==> src/sv/ppl_pkg.sv <==
// ppl_pkg: shared types and constants for the ping-pong log buffer
// holds the action codes and the request and response item structs
// no dependencies
`timescale 1ns / 1ps
`default_nettype none

package ppl_pkg;

   // default capacity of one buffer in bytes
   localparam int BUF_SIZE = 256;

   // action codes carried by a request item
   typedef enum logic [1:0] {
      ACT_WRITE   = 2'd0,
      ACT_LOCK    = 2'd1,
      ACT_READ    = 2'd2,
      ACT_RELEASE = 2'd3
   } action_type;

   // request item
   typedef struct packed {
      action_type  action;
      logic [7:0]  data_byte;
      logic        start_of_message;
      logic [8:0]  message_size;
      logic [7:0]  read_index;
   } req_type;

   // response item
   typedef struct packed {
      logic [7:0]  read_byte;
      logic [8:0]  reported_size;
      logic        write_accepted;
   } rsp_type;

endpackage

`default_nettype wire

==> src/sv/ping_pong_log_buffer_top.sv <==
// ping_pong_log_buffer_top: two byte buffers written and read ping-pong style
// uses ppl_pkg for the item structs, action codes and default capacity
`timescale 1ns / 1ps
`default_nettype none

//  channel | ports                          | direction | moves
//  --------+--------------------------------+-----------+------------------------
//  request | req_valid req_stall req_data   | in        | one action item
//  result  | rsp_valid rsp_stall rsp_data   | out       | one result item per request
//
//  every item gives its result in the cycle after it is accepted; the buffer
//  state sits in flops and one byte memory of 2*BUF_SIZE entries whose read
//  port is registered, so the read byte is ready along with the result.
//  one item per cycle is taken while the result register is empty or drained.
//  a stalled result holds; req_stall is raised while it waits.
//  synchronous reset clears all control state; the byte memory is not cleared.

module ping_pong_log_buffer_top #(
   parameter int BUF_SIZE = ppl_pkg::BUF_SIZE
) (
   input  wire              clock,
   input  wire              reset,
   input  wire              req_valid,
   output logic             req_stall,
   input  ppl_pkg::req_type req_data,
   output logic             rsp_valid,
   input  wire              rsp_stall,
   output ppl_pkg::rsp_type rsp_data
);

   localparam int FW  = $clog2(BUF_SIZE + 1);
   localparam int SW  = ((FW > 9) ? FW : 9) + 1;
   localparam int MAW = $clog2(2 * BUF_SIZE);
   localparam logic [SW-1:0]  BUF_LIMIT = SW'(BUF_SIZE);
   localparam logic [MAW-1:0] BUF_BASE  = MAW'(BUF_SIZE);

   // control state
   logic [FW-1:0] fill0_ff, fill0_in, fill1_ff, fill1_in;
   logic [FW-1:0] held0_ff, held0_in, held1_ff, held1_in;
   logic          write_sel_ff, write_sel_in;
   logic          lock_held_ff, lock_held_in;
   logic          lock_sel_ff, lock_sel_in;
   logic [8:0]    bytes_left_ff, bytes_left_in;
   logic          msg_buf_ff, msg_buf_in;

   // result register
   logic          rsp_valid_ff, rsp_valid_in;
   logic          hit_ff, hit_in;
   logic [8:0]    size_ff, size_in;
   logic          acc_ff, acc_in;

   // byte memory
   logic [7:0]     byte_store [2*BUF_SIZE];
   logic [7:0]     mem_q_ff;
   logic           wr_en, rd_en;
   logic [MAW-1:0] wr_addr, rd_addr;

   // working values
   logic          accept;
   logic          ws, alt;
   logic [FW-1:0] fill_ws, fill_alt, pos, held_ls;
   logic [SW-1:0] size_x, ridx_x;
   logic [8:0]    eff_left;
   logic          eff_buf;

   assign accept    = req_valid && !req_stall;
   assign req_stall = rsp_valid_ff && rsp_stall;

   assign ws       = write_sel_ff;
   assign alt      = ~write_sel_ff;
   assign fill_ws  = ws ? fill1_ff : fill0_ff;
   assign fill_alt = ws ? fill0_ff : fill1_ff;
   assign held_ls  = lock_sel_ff ? held1_ff : held0_ff;
   assign size_x   = SW'(req_data.message_size);
   assign ridx_x   = SW'(req_data.read_index);

   // open a message and pick where it goes
   always_comb begin
      eff_left = bytes_left_ff;
      eff_buf  = msg_buf_ff;
      if (req_data.start_of_message) begin
         eff_left = '0;
         if (size_x != '0 && size_x <= BUF_LIMIT) begin
            if (SW'(fill_ws) + size_x > BUF_LIMIT) begin
               if (fill_alt == '0 && !(lock_held_ff && lock_sel_ff == alt)) begin
                  eff_buf  = alt;
                  eff_left = req_data.message_size;
               end
            end else begin
               eff_buf  = ws;
               eff_left = req_data.message_size;
            end
         end
      end
   end

   assign pos = eff_buf ? fill1_ff : fill0_ff;

   // action decode and next state
   always_comb begin
      fill0_in      = fill0_ff;
      fill1_in      = fill1_ff;
      held0_in      = held0_ff;
      held1_in      = held1_ff;
      write_sel_in  = write_sel_ff;
      lock_held_in  = lock_held_ff;
      lock_sel_in   = lock_sel_ff;
      bytes_left_in = bytes_left_ff;
      msg_buf_in    = msg_buf_ff;
      rsp_valid_in  = rsp_valid_ff && rsp_stall;
      hit_in        = hit_ff;
      size_in       = size_ff;
      acc_in        = acc_ff;
      wr_en         = 1'b0;
      wr_addr       = MAW'(pos) + (eff_buf ? BUF_BASE : '0);
      rd_en         = 1'b0;
      rd_addr       = MAW'(req_data.read_index) + (lock_sel_ff ? BUF_BASE : '0);
      if (accept) begin
         rsp_valid_in = 1'b1;
         hit_in       = 1'b0;
         size_in      = '0;
         acc_in       = 1'b0;
         unique case (req_data.action)
            ppl_pkg::ACT_WRITE: begin
               if (req_data.start_of_message && eff_buf != msg_buf_ff) begin
                  msg_buf_in = eff_buf;
               end
               if (req_data.start_of_message) begin
                  write_sel_in = eff_buf;
                  msg_buf_in   = eff_buf;
                  if (eff_left == '0) begin
                     write_sel_in = write_sel_ff;
                     msg_buf_in   = msg_buf_ff;
                  end
               end
               bytes_left_in = eff_left;
               // store the byte if the message is open and there is room
               if (eff_left != '0 && SW'(pos) < BUF_LIMIT) begin
                  wr_en         = 1'b1;
                  acc_in        = 1'b1;
                  bytes_left_in = eff_left - 9'd1;
                  if (eff_buf) fill1_in = pos + FW'(1);
                  else         fill0_in = pos + FW'(1);
               end
            end
            ppl_pkg::ACT_LOCK: begin
               if (fill_ws != '0) begin
                  lock_held_in  = 1'b1;
                  lock_sel_in   = ws;
                  write_sel_in  = alt;
                  bytes_left_in = '0;
                  size_in       = 9'(SW'(fill_ws));
                  if (ws) begin
                     held1_in = fill_ws;
                     fill0_in = '0;
                  end else begin
                     held0_in = fill_ws;
                     fill1_in = '0;
                  end
               end
            end
            ppl_pkg::ACT_READ: begin
               rd_en = 1'b1;
               if (lock_held_ff && ridx_x < SW'(held_ls) && ridx_x < BUF_LIMIT) begin
                  hit_in = 1'b1;
               end
            end
            ppl_pkg::ACT_RELEASE: begin
               if (lock_held_ff && held_ls != '0) begin
                  size_in      = 9'(SW'(held_ls));
                  lock_held_in = 1'b0;
                  if (lock_sel_ff) begin
                     held1_in = '0;
                     fill1_in = '0;
                  end else begin
                     held0_in = '0;
                     fill0_in = '0;
                  end
               end
            end
            default: begin
               rsp_valid_in = 1'b1;
            end
         endcase
      end
   end

   // control registers
   always_ff @(posedge clock) begin
      if (reset) begin
         fill0_ff      <= '0;
         fill1_ff      <= '0;
         held0_ff      <= '0;
         held1_ff      <= '0;
         write_sel_ff  <= 1'b0;
         lock_held_ff  <= 1'b0;
         lock_sel_ff   <= 1'b0;
         bytes_left_ff <= '0;
         msg_buf_ff    <= 1'b0;
         rsp_valid_ff  <= 1'b0;
      end else begin
         fill0_ff      <= fill0_in;
         fill1_ff      <= fill1_in;
         held0_ff      <= held0_in;
         held1_ff      <= held1_in;
         write_sel_ff  <= write_sel_in;
         lock_held_ff  <= lock_held_in;
         lock_sel_ff   <= lock_sel_in;
         bytes_left_ff <= bytes_left_in;
         msg_buf_ff    <= msg_buf_in;
         rsp_valid_ff  <= rsp_valid_in;
      end
   end

   // result payload
   always_ff @(posedge clock) begin
      hit_ff  <= hit_in;
      size_ff <= size_in;
      acc_ff  <= acc_in;
   end

   // byte memory, one write and one registered read port
   always_ff @(posedge clock) begin
      if (wr_en) begin
         byte_store[wr_addr] <= req_data.data_byte;
      end
   end

   always_ff @(posedge clock) begin
      if (rd_en) begin
         mem_q_ff <= byte_store[rd_addr];
      end
   end

   // result outputs
   assign rsp_valid               = rsp_valid_ff;
   assign rsp_data.read_byte      = hit_ff ? mem_q_ff : 8'd0;
   assign rsp_data.reported_size  = size_ff;
   assign rsp_data.write_accepted = acc_ff;

   // the write buffer is never the locked one
   a_write_not_locked: assert property (@(posedge clock) disable iff (reset)
      lock_held_ff |-> write_sel_ff != lock_sel_ff)
      else $error("write buffer is the locked buffer");

   // an open message never targets the locked buffer
   a_msg_not_locked: assert property (@(posedge clock) disable iff (reset)
      (bytes_left_ff != '0 && lock_held_ff) |-> msg_buf_ff != lock_sel_ff)
      else $error("open message targets the locked buffer");

   // fill counts stay within capacity
   a_fill_range: assert property (@(posedge clock) disable iff (reset)
      SW'(fill0_ff) <= BUF_LIMIT && SW'(fill1_ff) <= BUF_LIMIT)
      else $error("fill count above capacity");

   // every accepted item yields a pending result next cycle
   a_result_follows: assert property (@(posedge clock) disable iff (reset)
      accept |=> rsp_valid_ff)
      else $error("accepted item left no result");

endmodule

`default_nettype wire

==> config.mk <==
export PLATFORM = sky130hd
export DESIGN_NAME = ping_pong_log_buffer_top
export DESIGN_NICKNAME = d
export VERILOG_FILES = /design/src/sv/ppl_pkg.sv /design/src/sv/ping_pong_log_buffer_top.sv
export SDC_FILE = /design/constraint.sdc
export NUM_CORES = 2
export LEC_CHECK = 0
export BUFFER_PORTS_ARGS = -buffer_cell sky130_fd_sc_hd__buf_2
export CAP_MARGIN = 20
export CORE_UTILIZATION = 46
export CTS_CLUSTER_SIZE = 20
export DETAILED_ROUTE_END_ITERATION = 6
export GPL_ROUTABILITY_DRIVEN = 0
export HOLD_SLACK_MARGIN = 0.06
export PLACE_DENSITY = 0.66
export SETUP_SLACK_MARGIN = 0.3
export SYNTH_ARGS = -nofsm -noshare
export SYNTH_HDL_FRONTEND = slang
export SYNTH_SLANG_ARGS = --single-unit
==> constraint.sdc <==
create_clock -name clock -period 6.6 [get_ports clock]
set_input_delay 0.66 -clock clock [delete_from_list [all_inputs] [get_ports clock]]
set_output_delay 0.66 -clock clock [all_outputs]
set_load 0.02 [all_outputs]
; Word level (Yosys, flattened, before mapping)
; Memories as Yosys holds them, arrays and structs flattened. A register that Yosys moved wholly into a read port is not among the register bits.
; Cells that the tools add are included.
[classes]
n_eq_ne = 17
n_lt_le_gt_ge = 5
mux = 59
bitwise = 1
n_reduce_logical = 32
n_addsub = 5
[op_table]
columns = operator, n
row1 = 9-bit two-way mux, 30
row2 = 9-bit one-hot mux with 2 select lines, 4
row3 = 9-bit one-hot mux with 3 select lines, 2
row4 = 9-bit nonzero test, 3
row5 = 2-bit != test (second input constant), 12
row6 = 1-bit two-way mux, 20
row7 = 9-bit logical NOT, 2
row8 = 8-bit AND reduction, 2
row9 = 6-bit AND reduction, 2
row10 = 9-bit by 9-bit adder with 10-bit output, 1
row11 = 10-bit by 9-bit > comparator with 1-bit output (second input constant), 1
row12 = 1-bit logical AND, 10
row13 = 10-bit nonzero test, 1
row14 = 8-bit by 9-bit adder with 9-bit output, 1
row15 = 9-bit by 1-bit adder with 9-bit output (second input constant), 1
row16 = 9-bit adder, 1
row17 = 9-bit <= comparator (second input constant), 1
row18 = 8-bit by 9-bit < comparator with 1-bit output, 1
row19 = 8-bit by 9-bit < comparator with 1-bit output (second input constant), 1
row20 = 9-bit < comparator (second input constant), 1
row21 = 9-bit by 1-bit subtractor with 9-bit output (second input constant), 1
row22 = 8-bit two-way mux, 1
row23 = 4-bit AND reduction, 2
row24 = 3-bit AND reduction, 2
row25 = 11 further kinds, 16
[word_totals]
memories = 1
out_inout_bits = 20
mem_bits_rw = 4096
in_bits = 32
regBits = 61
word_cells = 133
[mem_list]
columns = name, depth, word_bits, rd, rd_clocked_by_memory_dff, write_ports, line_no
row1 = byte_store, 512, 8, 1, 1, 1, ping_pong_log_buffer_top.sv:53  ; logic [7:0] byte_store [2*BUF_SIZE];

; Longest topological paths before layout
[depth]
ltp_word = 17
depth_mapped = 26
mapped_depth_nobuf = 21

; Least setup slack after synthesis
; Ideal clock, no wire load.
[synth_path]
kind = flip-flop to flip-flop
startpoint = register write_sel_ff
endpoint = memory byte_store[160][0], enable pin
stages_incl_launch_ff = 24
setup_time_ns = 0.370
path_slack_ns = 0.891
path_buffers = 5
arrival_ns = 5.338
required_ns = 6.230
path_cell_list = dfxtp_1 -> clkbuf_1 -> clkbuf_1 -> mux2i_1 -> inv_1 -> ha_1 -> inv_1 -> fa_1 -> nand2b_1 -> a21oi_1 -> xor2_1 -> nor4b_1 -> a311oi_1 -> nor3_1 -> clkbuf_1 -> a22oi_1 -> ha_1 -> o21ai_0 -> a311oi_2 -> buf_2 -> a21oi_1 -> nand3_1 -> clkbuf_1 -> nor2_1
[synth_between]
elab_chain_len = 17
[synth_lines]
columns = element, line_no
row1 = "start, declared", ping_pong_log_buffer_top.sv:40  ; logic write_sel_ff, write_sel_in;
row2 = "start signal, assigned", ping_pong_log_buffer_top.sv:206  ; write_sel_ff <= write_sel_in;
row3 = "parallel branches: the longest is 17 deep, another holds 9-bit by 9-bit adder with 10-bit output", --
row4 = "end, declared", ping_pong_log_buffer_top.sv:53
; Several ways; the timed one is not identified.

; Worst setup path in the final report
[layout_path]
startpoint = register write_sel_ff
endpoint = memory byte_store[386][1], enable pin
; The elaborated chain is that of the path after synthesis.

==> impl_metrics.json <==
{
  "worst_path_max_delay_cell": "sky130_fd_sc_hd__nor2_1",
  "mostFrequentLayoutCells": "sky130_fd_sc_hd__edfxtp_1, sky130_fd_sc_hd__mux4_2, sky130_fd_sc_hd__nor2_1",
  "cts.sinks": 4165,
  "clk_root_buffer_cell": "sky130_fd_sc_hd__clkbuf_16",
  "placement_rows": 217,
  "clk_path_buf_depth": 4,
  "drv_cap": 0,
  "ff2ff_setup_slack_ns": 0.40,
  "grt_first_pass_wirelength_mm": 563.2,
  "groute.usage.overall": 0.2173,
  "clock.fmax_mhz": 161.2,
  "whs_path_depth": 4,
  "crit_fanout": 16,
  "tritoncts.num_buffers": 401,
  "timing.clock.skew_ns": 0.08393,
  "final.min_clock_period_ns": 6.203,
  "global_route.overflow_total": 0,
  "postSynth.topFlopCell": "sky130_fd_sc_hd__edfxtp_1",
  "placeableCoreArea_sq_mm": 0.3502,
  "avgViaCountPerCell": 6.184,
  "syn-mean-instance-area_sq_um": 23.21,
  "comb_power_share": 0.049,
  "hold_violation_count_in_the_final_report": 0,
  "grt_start_max_net_pins": 194,
  "crit_type": "reg2reg",
  "number_of_enable_type_register_cells_in_the_synthesized_netlist": 4115,
  "area_used_by_multi_input_combinational_logic_sq_mm": 0.03646,
  "dr_total_vias": 75460,
  "port_buffers": 51,
  "worstSetupStartpointType": "flip-flop",
  "worst_setup_hold_path_clk_slew_ns": 0.06,
  "detail_route.wirelength_mm": 385.9,
  "rsz0062_at_grt": "true",
  "synth_nets": 7048,
  "drive_gt1_frac": 0.3158,
  "maxSlewHeadroom": 0.1525,
  "chipHeight_microns": 596,
  "period_share": 0.9398,
  "timing.critical_path.cells": "mux2i_1 > buf_4 > inv_1 > ha_1 > inv_1 > fa_1 > nand2b_1 > a211o_1 > a31o_1 > or2_0 > a311o_1 > and4_1 > buf_4 > or4b_2 > o21ai_2 > nand2_1 > nor2_1",
  "initial_utilization": 0.4634,
  "timing.reg2reg.worst_path_depth": 17,
  "reg_to_reg_startpoint": "write_sel_ff",
  "min_delay_worst_type": "in2reg",
  "die_area_sq_mm": 0.3552,
  "filler_cell_count": 26090,
  "first_global_vias": 75900,
  "share_clk_of_total_power": 0.421,
  "layout.nets": 7309,
  "max-vdd-ir-drop_mv": 0.2247,
  "critPathArrivalTime_ns": 6.76,
  "clock_latency_ns": 0.98,
  "cellInternalPower_mw": 43.26,
  "crit_required_ns": 7.16,
  "regArea_sq_mm": 0.1246,
  "ys.warnings.count": 0,
  "synth.ff_latch_count": 4165,
  "timing.critical_path.slowest_cell_delay_ns": 0.77,
  "detail_route.first_pass.iterations": 6,
  "hold_path_end": "bytes_left_ff[4]",
  "pin_count": 52,
  "die_w_microns": 596,
  "synthesis.instances": 6994,
  "worst_r2r_endpoint": "byte_store[386][1]",
  "flow.area_growth_from_synthesis_pct": 12.87,
  "avgRoutedWirePerCell_microns": 31.62,
  "number_of_routed_nets_with_antenna_violations": 0,
  "postSynth.asyncResetShare": 0,
  "sequentialPowerShare": 0.530,
  "powerDensity_mw_per_mm2": 299.6,
  "tritoncts_clock_tree": "done",
  "final_max_slew_viol_count": 0,
  "hp-start": "req_data[12]",
  "seq_area_frac_synth": 0.7675,
  "power.switching_mw": 11.63,
  "mostFrequentLayoutCell": "sky130_fd_sc_hd__edfxtp_1",
  "leakagePower_nw": 55.59,
  "measured_slew_at_the_worst_slew_check_pin_ns": 1.271,
  "setup_viol": 0,
  "drtIter0Drc": 9863,
  "post_synth_num_cell_types": 76,
  "run_status": "complete, no violations",
  "ctsHtreeMaxLevel": 5,
  "power_switching_share": 0.2119,
  "critical_path.endpoint_type": "flip-flop",
  "grt_antenna_before_repair": 20,
  "tns_ns": 0,
  "dp.final_hpwl_mm": 232.8,
  "drc": 0,
  "fin_util": 0.5231,
  "synth_area_sq_mm": 0.1623
}
-- layout make-up --
type,count,share of cell area
sequential,4165,0.6800
multi-input combinational,2380,0.1990
antenna,10,0.0001366
clock buffer,465,0.05678
clock inverter,276,0.01574
tap,4599,0.03141
timing repair buffer,282,0.01644
inverter,25,0.0005122
-- cell usage after synthesis (all sizes together) (11+ instances only) --
cell type / n / area share
a21oi: 23 / 0.00071
and2: 12 / 0.00046
buf: 156 / 0.0044
clkbuf: 268 / 0.0062
dfxtp: 50 / 0.0062
edfxtp: 4115 / 0.76
ha: 21 / 0.0016
inv: 23 / 0.00053
mux2: 11 / 0.00079
mux2i: 49 / 0.0030
mux4: 1360 / 0.19
nand2: 73 / 0.0017
nand2b: 13 / 0.00050
nand3: 30 / 0.00093
nor2: 580 / 0.013
nor3: 15 / 0.00049
o21ai: 34 / 0.0011
xnor2: 12 / 0.00065
-- metrics by stage --
step           setup WS (ns)  cells  power (mW)  cell area [sq um]  hold slack, ns
6_report              0.3971  12200       54.89             183200          0.1955
5_1_grt               0.2098  12190       56.19             183200          0.1902
4_1_cts               0.2444  12190       55.16             183000          0.1443
3_5_place_dp          0.1529  11450       32.35             169500          0.4450
3_3_place_gp          0.1148  11450       32.31             169500          0.4474
2_1_floorplan         0.8912   6994       31.07             162300          0.4318
-- layer usage --
layer	track usage	routed length [microns]
met1	0.3302	160000
met2	0.3360	183000
met3	0.03283	34310
met4	0.04760	8593
met5	0	18
-- worst max-delay path: cells and delay by family (launching register included) --
kind / cells / cell delay (ns)
AND/OR/NAND/NOR: 6 / 2.82
AO/OA/AOI/OAI: 4 / 1.15
adder cells (fa/ha/maj): 2 / 0.57
flip-flops: 1 / 0.55
buffers and inverters: 4 / 0.53
multiplexers: 1 / 0.16
-- power groups by stage --
| stage | Sequential (mW) | Clock, mW | Combinational, mW |
|---|---|---|---|
| finish | 29.1 | 23.1 | 2.69 |
| global route | 29.1 | 24.3 | 2.81 |
| CTS | 29.1 | 23.4 | 2.72 |
| detailed placement | 29.6 | 0 | 2.71 |
| global placement | 29.6 | 0 | 2.68 |
| floorplan | 29.6 | 0 | 1.44 |
-- sequential cells by signal, summed over array words and instances, names as in the netlist --
register       count
acc_ff             1
byte_store      4096
bytes_left_ff      9
lock_held_ff       1
msg_buf_ff         1
mem_q_ff           8
lock_sel_ff        1
held1_ff           9
held0_ff           9
rsp_valid          1
fill1_ff           9
write_sel_ff       1
fill0_ff           9
hit_ff             1
size_ff            9
-- logic make-up (layout without fill, tap and decap cells) --
group | count (synthesis) | count (layout) | share of synthesized area
XOR/XNOR | 22 | 22 | 0.001187
AO/OA/AOI/OAI | 133 | 133 | 0.005705
other | 0 | 10 | 0
adder cells (fa/ha/maj) | 22 | 22 | 0.001742
buffers and inverters | 449 | 1048 | 0.01115
AND/OR/NAND/NOR | 783 | 783 | 0.02020
flip-flops | 4165 | 4165 | 0.7675
multiplexers | 1420 | 1420 | 0.1925
-- worst max-delay path by stage --
stage | slack [ns] | start | depth (start not counted) | to
5_1_grt | 0.21 | write_sel_ff | 17 | byte_store[386][2]
2_1_floorplan | 0.89 | write_sel_ff | 23 | byte_store[160][0]
3_3_place_gp | 0.11 | write_sel_ff | 22 | byte_store[465][7]
4_1_cts | 0.24 | write_sel_ff | 22 | byte_store[483][7]
6_report | 0.40 | write_sel_ff | 17 | byte_store[386][1]
3_5_place_dp | 0.15 | write_sel_ff | 20 | byte_store[255][7]
-- repair_timing --
action	4_1_cts	5_1_grt
setup buffers	2	0
endpoints found under the hold margin	1	0
setup endpoints to repair	571	3904
resized for setup	42	70
hold buffers	2	0
Note: power is estimated with default switching activity, not from simulation.
